==> config.mk <==
export PLATFORM = sky130hd
export DESIGN_NAME = c8cpu_alu
export DESIGN_NICKNAME = d
export VERILOG_FILES = /design/src/c8cpu_pkg.sv /design/src/c8cpu_alu.sv
export SDC_FILE = /design/constraint.sdc
export NUM_CORES = 1
export LEC_CHECK = 0
export BUFFER_PORTS_ARGS = -buffer_cell sky130_fd_sc_hd__buf_2
export CAP_MARGIN = 10
export CELL_PAD_IN_SITES_DETAIL_PLACEMENT = 1
export CELL_PAD_IN_SITES_GLOBAL_PLACEMENT = 1
export CORE_MARGIN = 2
export CORE_UTILIZATION = 43
export DETAILED_ROUTE_END_ITERATION = 7
export GPL_TIMING_DRIVEN = 0
export PLACE_DENSITY = 0.85
export SLEW_MARGIN = 5
export SYNTH_ARGS = -nofsm -noshare
export SYNTH_HDL_FRONTEND = slang
export SYNTH_SLANG_ARGS = --single-unit
==> constraint.sdc <==
create_clock -name vclk -period 3.11
set_input_delay 0.622 -clock vclk [all_inputs]
set_output_delay 0.622 -clock vclk [all_outputs]
set_load 0.1 [all_outputs]
==> src/c8cpu_pkg.sv <==
// ----------------------------------------------------------------------------
// CHIP-8 core package
// Shared types, constants and the hex font for the CHIP-8 core.
// ----------------------------------------------------------------------------
`default_nettype none

package c8cpu_pkg;

  localparam int unsigned AddrW  = 12;
  localparam int unsigned MemBytes = 4096;
  localparam int unsigned ScrW   = 64;
  localparam int unsigned ScrH   = 32;
  localparam int unsigned FontBytes = 80;

  localparam logic [15:0] OP_CLS = 16'h00E0;
  localparam logic [15:0] OP_RET = 16'h00EE;
  localparam logic [7:0]  KEY_DOWN_NN = 8'h9E;
  localparam logic [7:0]  KEY_UP_NN   = 8'hA1;

  localparam logic [7:0] F_GET_DELAY = 8'h07;
  localparam logic [7:0] F_WAIT_KEY  = 8'h0A;
  localparam logic [7:0] F_SET_DELAY = 8'h15;
  localparam logic [7:0] F_SET_SOUND = 8'h18;
  localparam logic [7:0] F_ADD_I     = 8'h1E;
  localparam logic [7:0] F_GLYPH     = 8'h29;
  localparam logic [7:0] F_BCD       = 8'h33;
  localparam logic [7:0] F_STORE     = 8'h55;
  localparam logic [7:0] F_LOAD      = 8'h65;

  typedef enum logic [2:0] {
    KIND_EXEC  = 3'd0,
    KIND_TICK  = 3'd1,
    KIND_KEY   = 3'd2,
    KIND_LOAD  = 3'd3,
    KIND_ROW   = 3'd4
  } kind_e;

  typedef enum logic [3:0] {
    ALU_PASS_B = 4'd0,
    ALU_OR     = 4'd1,
    ALU_AND    = 4'd2,
    ALU_XOR    = 4'd3,
    ALU_ADD    = 4'd4,
    ALU_SUB    = 4'd5,
    ALU_SHR    = 4'd6,
    ALU_SUBN   = 4'd7,
    ALU_SHL    = 4'd8
  } alu_op_e;

  typedef struct packed {
    logic [7:0] res;
    logic       flag;
    logic       eq;
  } alu_out_t;

  typedef enum logic [4:0] {
    S_IDLE,
    S_DISPATCH,
    S_FETCH_HI,
    S_FETCH_LO,
    S_FETCH_WAIT,
    S_RD_X,
    S_RD_Y,
    S_EXEC,
    S_WR_VF,
    S_DRAW_RD,
    S_DRAW_WR,
    S_BCD,
    S_STORE,
    S_LOAD_RD,
    S_LOAD_WR,
    S_DONE
  } state_e;

  localparam logic [7:0] FONT [FontBytes] = '{
    8'hF0, 8'h90, 8'h90, 8'h90, 8'hF0, 8'h20, 8'h60, 8'h20, 8'h20, 8'h70,
    8'hF0, 8'h10, 8'hF0, 8'h80, 8'hF0, 8'hF0, 8'h10, 8'hF0, 8'h10, 8'hF0,
    8'h90, 8'h90, 8'hF0, 8'h10, 8'h10, 8'hF0, 8'h80, 8'hF0, 8'h10, 8'hF0,
    8'hF0, 8'h80, 8'hF0, 8'h90, 8'hF0, 8'hF0, 8'h10, 8'h20, 8'h40, 8'h40,
    8'hF0, 8'h90, 8'hF0, 8'h90, 8'hF0, 8'hF0, 8'h90, 8'hF0, 8'h10, 8'hF0,
    8'hF0, 8'h90, 8'hF0, 8'h90, 8'h90, 8'hE0, 8'h90, 8'hE0, 8'h90, 8'hE0,
    8'hF0, 8'h80, 8'h80, 8'h80, 8'hF0, 8'hE0, 8'h90, 8'h90, 8'h90, 8'hE0,
    8'hF0, 8'h80, 8'hF0, 8'h80, 8'hF0, 8'hF0, 8'h80, 8'hF0, 8'h80, 8'h80
  };

endpackage

`default_nettype wire

==> src/c8cpu_alu.sv <==
// ----------------------------------------------------------------------------
// CHIP-8 ALU
// Shared 8-bit unit for register arithmetic, logic, shifts and compares.
// ----------------------------------------------------------------------------
`default_nettype none

module c8cpu_alu (
  input  wire logic [7:0]         a_i,
  input  wire logic [7:0]         b_i,
  input  wire c8cpu_pkg::alu_op_e op_i,
  output c8cpu_pkg::alu_out_t     out_o
);

  logic [8:0] sum;

  always_comb begin
    sum        = {1'b0, a_i} + {1'b0, b_i};
    out_o.res  = b_i;
    out_o.flag = 1'b0;
    out_o.eq   = (a_i == b_i);
    case (op_i)
      c8cpu_pkg::ALU_PASS_B: out_o.res = b_i;
      c8cpu_pkg::ALU_OR:     out_o.res = a_i | b_i;
      c8cpu_pkg::ALU_AND:    out_o.res = a_i & b_i;
      c8cpu_pkg::ALU_XOR:    out_o.res = a_i ^ b_i;
      c8cpu_pkg::ALU_ADD: begin
        out_o.res  = sum[7:0];
        out_o.flag = sum[8];
      end
      c8cpu_pkg::ALU_SUB: begin
        out_o.res  = a_i - b_i;
        out_o.flag = (a_i >= b_i);
      end
      c8cpu_pkg::ALU_SUBN: begin
        out_o.res  = b_i - a_i;
        out_o.flag = (b_i >= a_i);
      end
      c8cpu_pkg::ALU_SHR: begin
        out_o.res  = {1'b0, a_i[7:1]};
        out_o.flag = a_i[0];
      end
      c8cpu_pkg::ALU_SHL: begin
        out_o.res  = {a_i[6:0], 1'b0};
        out_o.flag = a_i[7];
      end
      default: out_o.res = b_i;
    endcase
  end

endmodule

`default_nettype wire

==> impl_metrics.env, run 1 <==
export IMPL_multi_input_area_sq_mm=0.002003
export IMPL_finalSetupTns_ps=-1768
export IMPL_worst_path_max_fanout=6
export IMPL_yosys_area_share_simple_pct=23.37
export IMPL_synth_xor_area_share_pct=3.771
export IMPL_core_sq_mm=0.004086
export IMPL_crit_path_end="out_o[9]"
export IMPL_postRouteWirelength_mm=10.80
export IMPL_run_status="complete, but fails checks"
export IMPL_finalCritPeriodShare_pct=111.7
export IMPL_cts_hold_buf=0
export IMPL_synth_compound_area_share_pct=33.94
export IMPL_area_delta_synth_final_pct=49.43
export IMPL_synth_top_family_by_area="compound AO/OA/AOI/OAI gates"
export IMPL_netlist_instances=273
export IMPL_netlist_area_leader_share_pct=22.90
export IMPL_rsz0062_at_grt="yes"
export IMPL_wl_per_cell_um=29.36
export IMPL_power_leakage_nw=1.163
export IMPL_final_util_pct=67.94
export IMPL_nNetsFinal=377
export IMPL_grt_antenna_before_repair=0
export IMPL_maxSlewViolCount=0
export IMPL_chipHeight_um=69.74
export IMPL_vias=2690
export IMPL_antenna_cells=0
export IMPL_grt_first_pass_wirelength_mm=15.28
export IMPL_maxCapViolCount=0
export IMPL_slew_headroom_pct=42.82
export IMPL_first_pass_iters=5
export IMPL_synth_top_cells_by_count="34 x ha_1, 29 x inv_1, 24 x a21oi_1, 21 x nor2_1, 17 x nand2_1"
export IMPL_finalHoldViolations=0
export IMPL_viasPerCell=7.310
export IMPL_netlist_area_sq_mm=0.001858
export IMPL_n_fill_cell=466
export IMPL_cp_start_kind="input port"
export IMPL_synth_warnings=0
export IMPL_worstHoldPathType="input port to output pin"
export IMPL_stdcell_count=368
export IMPL_drive_gt1_share_pct=38.68
export IMPL_synth_top_cell_by_area="ha_1"
export IMPL_drtIter0Drc=370
export IMPL_worstPathArrival_ps=2850
export IMPL_ant_nets=0
export IMPL_path_class="input port to output pin"
export IMPL_nFlopsAndLatches=0
export IMPL_rows=23
export IMPL_die_x_um=69.74
export IMPL_track_usage_pct=39.52
export IMPL_yosysMostFrequentCell="ha_1"
export IMPL_dp_cells=352
export IMPL_io_buffers=29
export IMPL_tightest_slew_ps=853.0
export IMPL_die_area_sq_mm=0.004863
export IMPL_setup_viol=9
export IMPL_synth_area_per_cell_sq_um=6.806
export IMPL_gp_congestion=0.8929
export IMPL_violations="setup timing"
export IMPL_powerDensity_mw_per_mm2=251.1
export IMPL_synth_area_mux_share_pct=2.761
export IMPL_ir_worst_vdd_v=0.0001527
export IMPL_synthTopCellsByArea="ha_1 23%, a21oi_1 6.5%, inv_1 5.9%, nor2_1 4.2%, a221o_1 3.8%"
export IMPL_synth_fa_ha_area_share_pct=26.13
export IMPL_fmax_mhz=287.8
export IMPL_first_global_vias=2789
export IMPL_nClkBuffers=0
export IMPL_grt_max_degree=11
export IMPL_start_util_pct=45.47
export IMPL_syn_num_nets=330
export IMPL_drc=0
export IMPL_required_ps=2490
export IMPL_ff_latch_area_sq_um=0
export IMPL_startpoint="a_i[1]"
export IMPL_dpl_hpwl_mm=5.706
export IMPL_boundaryPins=30
export IMPL_grt_overflow=0
export IMPL_yosysSeqAreaShare_pct=0
export IMPL_period_needed_ps=3474
export IMPL_synth_distinct_cells=52
export IMPL_setup_ws_ps=-364.1
export IMPL_end_kind="output pin"
export IMPL_hp_start="b_i[3]"
==> worst min-delay path by stage <==
| stage | depth (start not counted) | slack [ps] | end |
|---|---|---|---|
| floorplan | 2 | 1530 | out_o[5] |
| global placement | 4 | 1810 | out_o[5] |
| detailed placement | 4 | 1820 | out_o[5] |
| CTS | 4 | 1680 | out_o[5] |
| global route | 4 | 1700 | out_o[5] |
| finish | 4 | 1680 | out_o[5] |
==> worst max-delay path, stage by stage <==
cell and delay [ps]:
buf_12 100, clkinvlp_4 170, ha_4 310, a21o_1 220, a221o_1 390, o41ai_2 260
xnor2_1 180, a21oi_1 130, a22oi_2 240, buf_8 230
==> cell families after synthesis <==
group | count (synthesis)
multiplexers | 5
XOR/XNOR | 8
AO/OA/AOI/OAI | 91
adder cells (fa/ha/maj) | 37
buffers and inverters | 47
AND/OR/NAND/NOR | 85
==> repair_timing <==
| action | 4_1_cts | 5_1_grt |
|---|---|---|
| buffers inserted | 13 | 4 |
| setup endpoints to repair | 9 | 9 |
| endpoints found under the hold margin | 0 | 0 |
| pin swaps | 21 | 15 |
| gates resized for setup | 88 | 27 |
==> where the power goes <==
group	leakage, nW	internal, mW	switching, mW
sequential	0	0	0
combinational	1.16	0.269	0.428
clock	0	0	0
total	1.16	0.269	0.428
==> per-layer routing <==
layer | routed length, um | GRT usage (%) | vias up
met5 | 0 | 0 | -
met4 | 676 | 15.38 | 0
li1 | - | - | 1079
met2 | 5141 | 68.48 | 245
met1 | 3951 | 49.52 | 1291
met3 | 1033 | 4.942 | 75
==> through the flow <==
step	hold slack (ps)	instance area [sq um]	worst slack (ps)	power, mW
6_report	1677	2776	-364.1	0.6972
5_1_grt	1696	2776	-393.1	0.7152
4_1_cts	1677	2678	-294.1	0.6119
3_5_place_dp	1824	2276	-628.8	0.5035
3_3_place_gp	1814	2276	-605.3	0.4953
2_1_floorplan	1528	2068	-467.4	0.3840
==> layout by cell type, fill, tap and decap left out, types with 3 or more instances in the layout <==
master,Yosys,final
buf_6,0,7
ha_1,34,25
o22ai_1,7,5
fa_2,0,3
a31oi_1,6,6
mux2i_1,4,3
o21ai_1,1,3
nor2b_1,6,6
clkinvlp_4,0,3
inv_1,29,17
ha_4,0,8
o211ai_1,3,3
inv_2,0,4
nor3_1,11,9
xnor2_1,4,4
a221o_1,7,6
a21oi_1,24,21
o21ai_0,12,8
buf_8,0,3
clkbuf_2,0,6
buf_2,8,17
nand2b_1,6,6
or3_4,0,3
xor2_1,4,3
nand3_1,5,5
nand2_1,17,16
buf_12,0,9
inv_4,0,4
nor2_1,21,19
nor3_2,2,4
buf_4,0,16
==> cell type report <==
cell class / count / area share [%]
timing repair buffer: 46 / 16.67
buffer: 17 / 4.056
multi-input combinational: 226 / 72.15
tap: 50 / 2.253
inverter: 29 / 4.867
(Power assumes the default switching activity.)
==> inputs of run 2 (changes only) <==
Clock period 3.11 ns to 3.8 ns, I/O delays scaled along.
==> run 2 against run 1 <==
  * The run now ends clean
  * Worst hold slack improved by 320 ps
  * Via count decreased by 18%
  * First-iteration DRC count decreased by 45%
  * Clock-buffer cell count unchanged
  * Utilization decreased by 12 points
  * Highest routed layer unchanged
==> impl_metrics.env, run 2 (same netlist as run 1, synthesis figures left out) <==
export IMPL_run_status="completed"
export IMPL_stdcell_count=355
export IMPL_grt_use_met2_pct=48.29
export IMPL_ir_worst_vdd_v=0.00009565
export IMPL_end_kind="output pin"
export IMPL_io_buffers=29
export IMPL_placed_area_sq_mm=0.002203
export IMPL_grt_overflow=0
export IMPL_timing_hold_ws_ps=2000
export IMPL_boundaryPins=30
export IMPL_stdcell_area_sq_mm=0.002306
export IMPL_worstHoldPathType="input port to output pin"
export IMPL_postRouteWirelength_mm=7.094
export IMPL_maxSlewViolCount=0
export IMPL_finalSetupTns_ps=0
export IMPL_rsz0062_at_grt="yes"
export IMPL_nClkBuffers=0
export IMPL_ff_latch_area_sq_um=0
export IMPL_vias=2216
export IMPL_worst_path_max_fanout=5
export IMPL_gp_congestion=0.9311
export IMPL_dp_cells=352
export IMPL_first_global_vias=2235
export IMPL_drtIter0Drc=205
export IMPL_setup_viol=0
export IMPL_dpl_hpwl_mm=5.621
export IMPL_core_sq_mm=0.004086
export IMPL_startpoint="b_i[1]"
export IMPL_wl_per_cell_um=19.98
export IMPL_fmax_mhz=268.0
export IMPL_viasPerCell=6.242
export IMPL_power_leakage_nw=1.013
export IMPL_ant_nets=0
export IMPL_first_pass_iters=4
export IMPL_start_util_pct=45.47
export IMPL_tightest_slew_ps=698.1
export IMPL_chipHeight_um=69.74
export IMPL_grt_max_degree=11
export IMPL_hp_start="b_i[6]"
export IMPL_finalCritPeriodShare_pct=98.20
export IMPL_die_area_sq_mm=0.004863
export IMPL_grt_util_met1_pct=39.41
export IMPL_antenna_cells=0
export IMPL_drive_gt1_share_pct=23.61
export IMPL_drc=0
export IMPL_area_delta_synth_final_pct=24.11
export IMPL_die_x_um=69.74
export IMPL_finalHoldViolations=0
export IMPL_n_fill_cell=556
export IMPL_grt_antenna_before_repair=0
export IMPL_grt_first_pass_wirelength_mm=11.47
export IMPL_final_cell_mix="29 x buf_2, 29 x ha_1, 25 x inv_1"
export IMPL_slew_headroom_pct=53.30
export IMPL_worstPathArrival_ps=2970
export IMPL_use_met3_pct=2.035
export IMPL_rows=23
export IMPL_track_usage_pct=28.48
export IMPL_grt_busiest_layer="met2"
export IMPL_finalPower_mw=0.4287
export IMPL_powerDensity_mw_per_mm2=185.9
export IMPL_path_class="input port to output pin"
export IMPL_nFlopsAndLatches=0
export IMPL_multi_input_area_sq_mm=0.001813
export IMPL_nNetsFinal=364
export IMPL_required_ps=3040
export IMPL_maxCapViolCount=0
export IMPL_crit_path_end="out_o[9]"
export IMPL_period_needed_ps=3732
export IMPL_cp_start_kind="input port"
export IMPL_cts_hold_buf=0
[run 2: cell count changes in the layout (fill, tap and decap cells not counted), sizes merged]
cell | before | now
clkinvlp | 3 | 2
clkbuf | 10 | 9
inv | 26 | 27
buf | 53 | 41
[run 2: worst min path at each step]
stage               end  slack (ps)  cells after the start
3_3_place_gp   out_o[5]        2080                      4
2_1_floorplan  out_o[6]        1830                      2
6_report       out_o[8]        2000                      3
4_1_cts        out_o[8]        2000                      3
5_1_grt        out_o[8]        2010                      3
3_5_place_dp   out_o[8]        2080                      3
[run 2: metal layers]
metal | part of all wire (%) | up-vias | routed length (um)
met1 | 44 | 1054 | 3106
met4 | 2.0 | 0 | 142
met3 | 6.9 | 16 | 487
li1 | - | 1051 | -
met2 | 47 | 95 | 3358
met5 | 0 | - | 0
[run 2: repair_timing]
action	4_1_cts	5_1_grt
endpoints found under the hold margin	0	0
gates resized for setup	13	14
pin swaps	1	5
setup buffers	0	3
endpoints found under the setup margin	4	6
[run 2: layout make-up]
cell class / count / share of cell area [%]
multi-input cells: 226 / 78.62
plain buffers: 18 / 4.504
inverters: 29 / 5.046
repair buffers: 32 / 9.116
well taps: 50 / 2.713
[run 2: through the flow]
step / setup WS [ps] / util (%)
3_3_place_gp: -245.5 / 53.92
5_1_grt: -25.01 / 56.43
6_report: 68.44 / 56.43
2_1_floorplan: -57.83 / -
4_1_cts: 27.52 / 54.90
3_5_place_dp: -206.1 / 53.92
[run 2: worst max-delay path, cell delays in order]
cell	delay [ps]
buf_2	150
clkinvlp_4	190
ha_4	270
or3_1	330
and3_1	190
o311a_1	370
o21ai_1	140
nand3b_1	140
a22oi_2	200
buf_8	230
[run 2: power by group]
group          total [mW]  internal [mW]  switching, mW  leakage, nW
logic               0.429          0.147          0.281         1.01
clock network           0              0              0            0
registers               0              0              0            0
total               0.429          0.147          0.281         1.01
==> inputs of run 3 (changes only) <==
Settings changed: CELL_PAD_IN_SITES_DETAIL_PLACEMENT 1 to 2, CELL_PAD_IN_SITES_GLOBAL_PLACEMENT 1 to 2, CORE_UTILIZATION 43 to 30, PLACE_DENSITY 0.85 to 0.8.
Clock period 3.8 ns to 3.31 ns, I/O delays scaled along.
==> run 3 against run 2 <==
  * The flow now finishes with violations (setup timing)
  * Flip-flop and latch count unchanged
  * Setup slack lost 420 ps
  * Via count up 23%
  * Combinational power up 59%
  * Critical path depth did not move
  * Cell count increased by 12%
  * Largest cell class unchanged
  * Largest power group unchanged
==> impl_metrics.env, run 3 (same netlist as run 1, synthesis figures left out) <==
export IMPL_nClkBuffers=0
export IMPL_run_status="complete, but fails checks"
export IMPL_pwr_share_comb_pct=100.0
export IMPL_area_delta_synth_final_pct=55.62
export IMPL_dp_slack_ps=-544.1
export IMPL_nNetsFinal=383
export IMPL_slew_headroom_pct=41.56
export IMPL_drive_gt1_share_pct=40.43
export IMPL_fmax_mhz=273.3
export IMPL_cts_hold_buf=0
export IMPL_finalSetupTns_ps=-1071
export IMPL_rsz0062_at_grt="yes"
export IMPL_viasPerCell=6.817
export IMPL_wl_per_cell_um=29.41
export IMPL_track_usage_pct=26.58
export IMPL_dp_cells=377
export IMPL_p_clk_share_pct=0
export IMPL_boundaryPins=30
export IMPL_setup_ws_ps=-348.6
export IMPL_start_util_pct=31.20
export IMPL_core_sq_mm=0.005956
export IMPL_worst_path_max_fanout=5
export IMPL_grt_use_met2_pct=48.87
export IMPL_ff_latch_area_sq_um=0
export IMPL_end_kind="output pin"
export IMPL_vias=2720
export IMPL_antenna_cells=0
export IMPL_dpl_hpwl_mm=6.433
export IMPL_finalHoldViolations=0
export IMPL_p_int_mw=0.2658
export IMPL_final_util_pct=48.55
export IMPL_grt_util_met1_pct=35.28
export IMPL_chipHeight_um=82.70
export IMPL_required_ps=2650
export IMPL_swShare_pct=60.99
export IMPL_period_needed_ps=3659
export IMPL_maxCapViolCount=0
export IMPL_path_class="input port to output pin"
export IMPL_postRouteWirelength_mm=11.74
export IMPL_final_cell_mix="26 x buf_4, 25 x ha_1, 21 x nor2_1"
export IMPL_use_met3_pct=1.196
export IMPL_first_global_vias=2492
export IMPL_power_leakage_nw=1.197
export IMPL_grt_first_pass_wirelength_mm=13.77
export IMPL_power_switching_mw=0.4156
export IMPL_grt_max_degree=11
export IMPL_seqPwrFrac_pct=0
export IMPL_grt_antenna_before_repair=0
export IMPL_first_pass_iters=5
export IMPL_stdcell_count=399
export IMPL_setup_viol=6
export IMPL_drtIter0Drc=215
export IMPL_nFlopsAndLatches=0
export IMPL_ant_nets=0
export IMPL_gp_congestion=0.8487
export IMPL_io_buffers=29
export IMPL_layout_commonest_cell="buf_4"
export IMPL_die_area_sq_mm=0.006839
export IMPL_stdcell_area_sq_mm=0.002892
export IMPL_ir_worst_vdd_v=0.0001190
export IMPL_placed_area_sq_mm=0.002263
export IMPL_grt_overflow=0
export IMPL_drc=0
export IMPL_grt_busiest_layer="met2"
export IMPL_rows=28
export IMPL_maxSlewViolCount=0
export IMPL_finalCritPeriodShare_pct=110.5
export IMPL_worstPathArrival_ps=3000
export IMPL_tightest_slew_ps=871.9
export IMPL_worstHoldPathType="input port to output pin"
export IMPL_cp_start_kind="input port"
export IMPL_die_x_um=82.70
export IMPL_powerDensity_mw_per_mm2=235.6
export IMPL_n_fill_cell=668
export IMPL_multi_input_area_sq_mm=0.002017
export IMPL_violations="setup timing"
run 3: changes by cell type in the layout (fill, tap and decap cells not counted), sizes merged:
cell | previous run | this run
clkinvlp | 2 | 3
buf | 41 | 59
clkbuf | 9 | 10
inv | 27 | 26
run 3: stage by stage:
stage | hold slack (ps) | power, mW
after floorplan | 1608 | 0.3550
after global placement | 1907 | 0.4666
after detailed placement | 1908 | 0.4776
after CTS | 1768 | 0.5487
after global routing | 1774 | 0.7054
final | 1761 | 0.6814
run 3: repair_timing:
action | in CTS | in global routing
endpoints found under the setup margin | 9 | 9
pin swaps | 18 | 21
setup buffers | 8 | 14
resized for setup | 65 | 61
cloned | 0 | 1
run 3: routing by layer:
metal | routed length [um] | share of wire (%)
met1 | 4412 | 38
met2 | 5716 | 49
met3 | 1055 | 9.0
met4 | 552 | 4.7
met5 | 0 | 0
run 3: power by group through the flow:
| stage | logic (mW) | clock network, mW | registers [mW] |
|---|---|---|---|
| 5_1_grt | 0.705 | 0 | 0 |
| 3_3_place_gp | 0.467 | 0 | 0 |
| 2_1_floorplan | 0.355 | 0 | 0 |
| 3_5_place_dp | 0.478 | 0 | 0 |
| 4_1_cts | 0.549 | 0 | 0 |
| 6_report | 0.681 | 0 | 0 |
run 3: final timing paths:
kind	from	end	depth (start not counted)
setup / recovery	a_i[0]	out_o[8]	10
hold / removal	b_i[3]	out_o[5]	4
run 3: area by class of cell:
class                      instances  area share, %
inverter                          29          4.846
timing repair buffer              52          18.35
tap                               75          3.245
multi-input combinational        226          69.75
buffer                            17          3.808
run 3: critical path: stages:
cell and delay (ps):
buf_6 110, ha_4 170, fa_2 410, o21bai_4 160, a21oi_4 100, o211ai_1 280, a31oi_1 130, or3_1 400
o32a_4 400, buf_12 170
